--- src/hw/rtl/hsme_pkg.sv ---
// Shared types and constants of the half-sample mode estimator.
package hsme_pkg;

  localparam int unsigned MaxSamplesDef  = 1024;
  localparam int unsigned SampleWidthDef = 64;

  localparam int unsigned ValueW   = 64;
  localparam int unsigned BaseW    = 12;
  localparam int unsigned PosW     = 13;
  localparam int unsigned WinSizeW = 11;
  localparam int unsigned CfgIdxW  = 1;

  typedef enum logic [CfgIdxW-1:0] {
    CFG_WINDOW_MODE = 1'b0,
    CFG_WINDOW_SIZE = 1'b1
  } hsme_cfg_idx_e;

  typedef enum logic [3:0] {
    CMD_NONE,
    CMD_LOAD,
    CMD_INIT,
    CMD_SCAN,
    CMD_UPDATE,
    CMD_RD12,
    CMD_RD3,
    CMD_CMP,
    CMD_SUM,
    CMD_FINISH
  } hsme_cmd_e;

  typedef struct packed {
    logic empty;
    logic narrow_done;
    logic window_mode;
    logic scan_last;
  } hsme_sts_t;

endpackage

--- src/hw/rtl/hsme_ctrl.sv ---
// Controller: load, narrowing passes, final-range steps and result handshake.
module hsme_ctrl import hsme_pkg::*; (
  input  logic      clk_i,
  input  logic      rst_ni,
  input  logic      in_valid_i,
  input  logic      in_last_i,
  output logic      in_ready_o,
  output logic      out_valid_o,
  input  logic      out_ready_i,
  input  hsme_sts_t sts_i,
  output hsme_cmd_e cmd_o
);

  typedef enum logic [10:0] {
    ST_LOAD   = 11'h001,
    ST_CHECK  = 11'h002,
    ST_SCAN   = 11'h004,
    ST_DRAIN  = 11'h008,
    ST_UPDATE = 11'h010,
    ST_RD1    = 11'h020,
    ST_RD2    = 11'h040,
    ST_WAIT3  = 11'h080,
    ST_CMP    = 11'h100,
    ST_SUM    = 11'h200,
    ST_FINISH = 11'h400
  } hsme_state_e;

  hsme_state_e state_d, state_q;
  logic        out_valid_d, out_valid_q;

  always_comb begin
    state_d    = state_q;
    cmd_o      = CMD_NONE;
    in_ready_o = 1'b0;
    unique case (state_q)
      ST_LOAD: begin
        // a closing beat waits until the previous result is taken
        in_ready_o = !(in_last_i && out_valid_q);
        if (in_valid_i && in_ready_o) begin
          cmd_o = CMD_LOAD;
          if (in_last_i) begin
            state_d = ST_CHECK;
          end
        end
      end
      ST_CHECK: begin
        priority if (sts_i.empty || (sts_i.narrow_done && sts_i.window_mode)) begin
          state_d = ST_FINISH;
        end else if (sts_i.narrow_done) begin
          state_d = ST_RD1;
        end else begin
          cmd_o   = CMD_INIT;
          state_d = ST_SCAN;
        end
      end
      ST_SCAN: begin
        cmd_o = CMD_SCAN;
        if (sts_i.scan_last) begin
          state_d = ST_DRAIN;
        end
      end
      ST_DRAIN:  state_d = ST_UPDATE;
      ST_UPDATE: begin
        cmd_o   = CMD_UPDATE;
        state_d = ST_CHECK;
      end
      ST_RD1: begin
        cmd_o   = CMD_RD12;
        state_d = ST_RD2;
      end
      ST_RD2: begin
        cmd_o   = CMD_RD3;
        state_d = ST_WAIT3;
      end
      ST_WAIT3:  state_d = ST_CMP;
      ST_CMP: begin
        cmd_o   = CMD_CMP;
        state_d = ST_SUM;
      end
      ST_SUM: begin
        cmd_o   = CMD_SUM;
        state_d = ST_FINISH;
      end
      ST_FINISH: begin
        cmd_o   = CMD_FINISH;
        state_d = ST_LOAD;
      end
      default:   state_d = ST_LOAD;
    endcase
  end

  always_comb begin
    out_valid_d = out_valid_q;
    priority if (state_q == ST_FINISH) begin
      out_valid_d = 1'b1;
    end else if (out_ready_i) begin
      out_valid_d = 1'b0;
    end
  end

  always_ff @(posedge clk_i or negedge rst_ni) begin
    if (!rst_ni) begin
      state_q     <= ST_LOAD;
      out_valid_q <= 1'b0;
    end else begin
      state_q     <= state_d;
      out_valid_q <= out_valid_d;
    end
  end

  assign out_valid_o = out_valid_q;

  a_finish_free: assert property (@(posedge clk_i) disable iff (!rst_ni)
    state_q == ST_FINISH |-> !out_valid_q)
    else $error("result register still occupied at finish");

  a_finish_valid: assert property (@(posedge clk_i) disable iff (!rst_ni)
    state_q == ST_FINISH |=> out_valid_o)
    else $error("finish did not raise out_valid");

  a_last_starts: assert property (@(posedge clk_i) disable iff (!rst_ni)
    in_valid_i && in_ready_o && in_last_i |=> state_q == ST_CHECK)
    else $error("closing beat did not start processing");

  a_scan_holds: assert property (@(posedge clk_i) disable iff (!rst_ni)
    state_q == ST_SCAN && !sts_i.scan_last |=> state_q == ST_SCAN)
    else $error("scan left before its last candidate");

endmodule

--- config.mk ---
export PLATFORM = sky130hd
export DESIGN_NAME = hsme_ctrl
export DESIGN_NICKNAME = d
export VERILOG_FILES = /design/src/hw/rtl/hsme_pkg.sv /design/src/hw/rtl/hsme_ctrl.sv
export SDC_FILE = /design/constraint.sdc
export NUM_CORES = 1
export LEC_CHECK = 0
export ABC_CLOCK_PERIOD_IN_PS = 2420
export BUFFER_PORTS_ARGS = -buffer_cell sky130_fd_sc_hd__buf_2
export CAP_MARGIN = 20
export CORE_ASPECT_RATIO = 1.1
export CORE_MARGIN = 1
export CORE_UTILIZATION = 45
export CTS_BUF_LIST = sky130_fd_sc_hd__clkbuf_8 sky130_fd_sc_hd__clkbuf_16
export DETAILED_ROUTE_END_ITERATION = 8
export PLACE_DENSITY = 0.72
export SKIP_LAST_GASP = 1
export SLEW_MARGIN = 20
export SYNTH_ARGS = -nofsm -noshare
export SYNTH_HDL_FRONTEND = slang
export SYNTH_SLANG_ARGS = --single-unit
--- constraint.sdc ---
create_clock -name clk_i -period 2.42 [get_ports clk_i]
set_clock_uncertainty 0.2 [all_clocks]
set_input_delay 0.484 -clock clk_i [delete_from_list [all_inputs] [get_ports clk_i]]
set_output_delay 0.484 -clock clk_i [all_outputs]
set_load 0.01 [all_outputs]
=== After elaboration in Yosys (flattened, before gate mapping) ===
Cells that the tools add are included.

* Bits in registers: 12
* Input port bits: 9
* Output and inout bits: 6

* Equal/unequal tests: 14
* Multiplexer cells: 13
* Reduce and logical (&&, ||, !) cells: 7

{| class="wikitable"
|+ Operators by type and width
! operator !! number
|-
| case mux 11 bit (10 select lines) || 1
|-
| two-way mux 11 bit || 4
|-
| case mux 4 bit (9 select lines) || 1
|-
| equality test 11 x 1 -> 1 bit, second input constant || 1
|-
| equality test 11 x 10 -> 1 bit, second input constant || 1
|-
| equality test 11 bit, second input constant || 1
|-
| equality test 11 x 2 -> 1 bit, second input constant || 1
|-
| equality test 11 x 3 -> 1 bit, second input constant || 1
|-
| equality test 11 x 4 -> 1 bit, second input constant || 1
|-
| equality test 11 x 5 -> 1 bit, second input constant || 1
|-
| equality test 11 x 6 -> 1 bit, second input constant || 1
|-
| equality test 11 x 7 -> 1 bit, second input constant || 1
|-
| equality test 11 x 8 -> 1 bit, second input constant || 1
|-
| equality test 11 x 9 -> 1 bit, second input constant || 1
|-
| two-way mux 6 bit || 1
|-
| inequality test 2 bit, second input constant || 3
|-
| two-way mux 1 bit || 4
|-
| two-way mux 2 bit || 2
|-
| logical AND 1 bit || 3
|-
| AND reduction 3 bit || 1
|-
| nonzero test 2 bit || 1
|-
| logical NOT 1 bit || 1
|-
| logical OR 1 bit || 1
|}

=== Logic depth before layout (Yosys ltp) ===
* Depth in word-level cells: 5
* Gate-level depth with buffers: 5

=== Worst setup path after synthesis ===
Ideal clock, no wire load.

* Kind: register to output
* Start point: register state_q[5]
* End point: output cmd_o[0]
* Arrival: 1.523 ns
* Data required time: 1.736 ns
* Path slack: 0.213 ns
* Cell stages (with the launch flop): 5
* Buffers on the path: 0
* Path through: dfrtp_1 > nor4_4 > nand4_1 > a21oi_1 > a211o_1

* Word-level cells in the longest chain between the ends: 2
* Elaborated cells on any way between the ends: 10

{| class="wikitable"
|+ RTL lines
! element !! RTL line !! RTL
|-
| start: declaration || hsme_ctrl.sv:28 || <nowiki>hsme_state_e state_d, state_q;</nowiki>
|-
| start signal: assignment || hsme_ctrl.sv:106 || <nowiki>state_q <= state_d;</nowiki>
|-
| equality test 11 bit (tied with other cells) || hsme_ctrl.sv:35 || <nowiki>unique case (state_q)</nowiki>
|-
| case mux 4 bit (9 select lines) * || hsme_ctrl.sv:35 ||
|-
| end: declaration || hsme_ctrl.sv:11 || <nowiki>output hsme_cmd_e cmd_o</nowiki>
|}

Mark *: on every way between the ends. The rest lies on a longest branch, timed or not.

=== Final worst setup path ===
* Start point: register state_q[4]
* End point: output cmd_o[1]

The elaborated chain is that of the path after synthesis.

==> flow_metrics.env <==
export IMPL_outcome="complete, but fails checks"
export IMPL_failing_checks="setup timing"
export IMPL_highest_attainable_clock_frequency_mhz=401
export IMPL_r2r_end="out_valid_o"
export IMPL_critPathTopFamily="simple AND/OR/NAND/NOR gates"
export IMPL_place_area_um2=822
export IMPL_dr_pass1_iters=4
export IMPL_drv_slew=0
export IMPL_final_hold_viol_count=0
export IMPL_met2_usage_pct=37.4
export IMPL_num_vias=713
export IMPL_post_synthesis_mean_instance_area_um2=9.04
export IMPL_area_growth_syn_to_layout_pct=34.5
export IMPL_drt_wl_total_mm=1.84
export IMPL_synth_yosys_warnings=0
export IMPL_synth_seq_area_share_pct=42.2
export IMPL_finalWeightedCongestion=0.901
export IMPL_cts_made_buffers=3
export IMPL_post_synth_xor_xnor_area_pct=6.13
export IMPL_power_leakage_nw=0.465
export IMPL_post_synthesis_instance_area_um2=714
export IMPL_ys_ff_latch=12
export IMPL_initial_core_util_pct=50.4
export IMPL_ioPinCount=15
export IMPL_timing_max_cap_violations=0
export IMPL_post_synth_fa_ha_maj_area_fraction_pct=0
export IMPL_min_to="state_q[5]"
export IMPL_ant_nets=0
export IMPL_final_layout_size_suffix_gt1_share_pct=37.1
export IMPL_p_per_area_nw_per_um2=721
export IMPL_place_port_buffers=14
export IMPL_grt_first_pass_wirelength_mm=2.89
export IMPL_met3_usage_pct=6.15
export IMPL_die_height_um=43.8
export IMPL_cts_tree="done"
export IMPL_fillerInstances=108
export IMPL_number_of_remaining_drc_errors=0
export IMPL_synth_fp_nets=88
export IMPL_worst_skew_pair_late_latency_ps=250
export IMPL_hold_depth=2
export IMPL_crit_path_cell_trace="nor4_4 -> nand4_1 -> or3_1 -> o211ai_1 -> buf_2"
export IMPL_clock_tree_root_cell="sky130_fd_sc_hd__clkbuf_8"
export IMPL_part_of_the_cycle_the_worst_path_needs_pct=103
export IMPL_combinational_family_with_the_most_area_after_synthesis="simple AND/OR/NAND/NOR gates"
export IMPL_grt_antenna_before_repair=0
export IMPL_ctsHtreeMaxLevel=1
export IMPL_first_global_vias=625
export IMPL_crit_required_ps=1740
export IMPL_timing_critical_path_slowest_stage_cell="sky130_fd_sc_hd__dfrtp_2"
export IMPL_synthesized_area_fraction_occupied_by_ao_oa_aoi_and_oai_cells_pct=14.2
export IMPL_grt_max_degree=13
export IMPL_portion_of_netlist_area_occupied_by_mux_cells_pct=0
export IMPL_cp_data_arrival_time_ps=1810
export IMPL_gr_usage_all_layers_pct=25.4
export IMPL_detailedRoute_firstIterationViolations=21
export IMPL_reg2reg_depth=6
export IMPL_dp_final_hpwl_mm=1.26
export IMPL_antenna_cells_inserted=0
export IMPL_preCtsSetupSlack_ps=153
export IMPL_cts_buffer_depth=2
export IMPL_dieArea_um2=1750
export IMPL_worstSetupPathType="reg2out"
export IMPL_worstHoldPathType="in2reg"
export IMPL_max_slew_margin_rel_pct=76.1
export IMPL_critical_path_peak_fanout=4
export IMPL_fin_area_um2=961
export IMPL_grt_busiest_layer="met2"
export IMPL_setup_violations_final=2
export IMPL_syn_instance_count=79
export IMPL_clk_pin_slew_worst_paths_ps=50
export IMPL_setup_worst_path_start_class="register"
export IMPL_clkSinkCount=12
export IMPL_ir_worst_vdd_uv=492
export IMPL_wire_per_inst_um=15.2
export IMPL_worst_max_slew_pin_slew_ps=354
export IMPL_highest_cell_delay_on_the_worst_timing_path_ps=420
export IMPL_finalWorstPathRequiredPeriod_ps=2500
export IMPL_post_route_worst_setup_slack_ps=-75.0
export IMPL_synth_lib_cells_used_distinct=33
export IMPL_row_count=14
export IMPL_endpoint_class_of_the_critical_path="primary output"
export IMPL_core_region_area_um2=1420
export IMPL_timing_reg2reg_setup_slack_ps=370
export IMPL_unrepaired_setup_endpoints_after_global_routing="true"
export IMPL_grt_remaining_overflow=0
export IMPL_routed_via_density=5.89
export IMPL_cp_bufs_invs=1
export IMPL_crit_reg2reg_launch="state_q[4]"
export IMPL_die_w_um=40.0
export IMPL_worst_hold_startpoint="sts_i[1]"
export IMPL_met1_usage_pct=32.2
export IMPL_yosys_area_share_simple_pct=34.7
export IMPL_finish_net_count=115
## worst register-to-register path, stage by stage, from the launching register on
cell and delay (ps):
sky130_fd_sc_hd__dfrtp_2 420, sky130_fd_sc_hd__nor4_4 370, sky130_fd_sc_hd__buf_4 180, sky130_fd_sc_hd__buf_4 120, sky130_fd_sc_hd__nand2_4 60, sky130_fd_sc_hd__or4b_1 500
sky130_fd_sc_hd__o21ai_0 100
## worst max-delay path by stage
stage	startpoint	end	slack, ps	cells past startpoint
6_report	state_q[4]	cmd_o[1]	-80	5
5_1_grt	state_q[4]	cmd_o[1]	-170	5
4_1_cts	state_q[6]	cmd_o[1]	-70	5
3_5_place_dp	state_q[5]	cmd_o[1]	150	5
3_3_place_gp	state_q[5]	cmd_o[1]	210	5
2_1_floorplan	state_q[5]	cmd_o[0]	210	4
## cells in the final DEF, fill, tap and decap left out, types with 2 or more instances in the layout
master                     count
sky130_fd_sc_hd__buf_2        14
sky130_fd_sc_hd__nor2_1       10
sky130_fd_sc_hd__buf_4        10
sky130_fd_sc_hd__dfrtp_1       8
sky130_fd_sc_hd__nand2_1       6
sky130_fd_sc_hd__o21ai_0       5
sky130_fd_sc_hd__xor2_1        4
sky130_fd_sc_hd__clkbuf_8      4
sky130_fd_sc_hd__nor3_1        3
sky130_fd_sc_hd__nand3_1       3
sky130_fd_sc_hd__nand4_1       3
sky130_fd_sc_hd__a21oi_1       3
sky130_fd_sc_hd__dfrtp_2       3
sky130_fd_sc_hd__nor2b_1       2
sky130_fd_sc_hd__o211ai_1      2
sky130_fd_sc_hd__inv_1         2
sky130_fd_sc_hd__o32ai_1       2
## report_power, final
group	internal, W	switching (W)
logic	0.000104	0.000121
registers	0.000222	0.0000228
clock network	0.000144	0.0000797
total	0.000469	0.000223
## cells by family (layout without fill, tap and decap cells)
group | after synthesis | in the layout
DFF | 12 | 12
AOI/OAI and AO/OA | 16 | 16
buffers and inverters | 5 | 31
xor gates and xnor gates | 5 | 5
and+or+nand+nor | 41 | 41
## routing by layer
metal	up-vias	wire, um
met5	-	0
met4	0	55
met3	7	156
met2	36	885
met1	324	745
li1	346	-
## final cells by class
type / instances / area [um2] / area share (%)
well taps: 16 / 20.0 / 2.08
repair buffers: 25 / 155 / 16.1
clock buffers: 4 / 55.1 / 5.73
multi-input cells: 62 / 418 / 43.5
flip-flops and latches: 12 / 305 / 31.8
inverters: 2 / 7.51 / 0.781
## sequential cells by signal, summed over array words and instances, names as in the netlist
signal	count
out_valid_o	1
state_q	11
## cells in the mapped netlist
master / count / area, um2
sky130_fd_sc_hd__inv_1: 2 / 7.51
sky130_fd_sc_hd__nand2_1: 6 / 22.5
sky130_fd_sc_hd__nand2_2: 1 / 6.26
sky130_fd_sc_hd__nand2b_1: 1 / 6.26
sky130_fd_sc_hd__xor2_1: 4 / 35.0
sky130_fd_sc_hd__and2_1: 1 / 6.26
sky130_fd_sc_hd__o32ai_1: 2 / 17.5
sky130_fd_sc_hd__o2111ai_1: 1 / 8.76
sky130_fd_sc_hd__dfstp_2: 1 / 26.3
sky130_fd_sc_hd__nor4bb_1: 1 / 10.0
sky130_fd_sc_hd__or4b_1: 1 / 10.0
sky130_fd_sc_hd__nor3b_1: 1 / 7.51
sky130_fd_sc_hd__nor2b_1: 2 / 12.5
sky130_fd_sc_hd__and4b_1: 1 / 10.0
sky130_fd_sc_hd__nor4_4: 1 / 21.3
sky130_fd_sc_hd__clkbuf_1: 2 / 7.51
sky130_fd_sc_hd__o211ai_1: 2 / 15.0
sky130_fd_sc_hd__o22ai_1: 1 / 6.26
sky130_fd_sc_hd__buf_2: 1 / 5.00
sky130_fd_sc_hd__xnor2_1: 1 / 8.76
sky130_fd_sc_hd__or3_1: 1 / 6.26
sky130_fd_sc_hd__nor4_2: 1 / 12.5
sky130_fd_sc_hd__nor3_2: 1 / 10.0
sky130_fd_sc_hd__nand4_1: 3 / 18.8
sky130_fd_sc_hd__dfrtp_1: 11 / 275
sky130_fd_sc_hd__nand3_1: 3 / 15.0
sky130_fd_sc_hd__nor2_1: 10 / 37.5
sky130_fd_sc_hd__and3_1: 1 / 6.26
sky130_fd_sc_hd__a211o_1: 1 / 8.76
sky130_fd_sc_hd__nor3_1: 4 / 20.0
sky130_fd_sc_hd__a21oi_1: 4 / 20.0
sky130_fd_sc_hd__o21ai_0: 5 / 25.0
sky130_fd_sc_hd__nor4b_1: 1 / 8.76
## timing repair
item / CTS / global route
pin swaps: 4 / 3
hold buffers: 1 / 0
hold endpoints to repair: 11 / 0
buffers inserted: 4 / 2
resized for setup: 4 / 4
setup endpoints to repair: 2 / 5
## through the flow
step	total power [W]	utilization [%]	TNS, ps	std cells	hold WS [ps]
2_1_floorplan	0.000374	-	0	79	-11.6
3_3_place_gp	0.000448	57.9	0	110	177
3_5_place_dp	0.000450	57.9	0	110	182
4_1_cts	0.000682	65.3	-69.8	119	209
5_1_grt	0.000732	67.7	-338	121	211
6_report	0.000693	67.7	-96.2	121	208
Power figures use the tool's default switching activity.
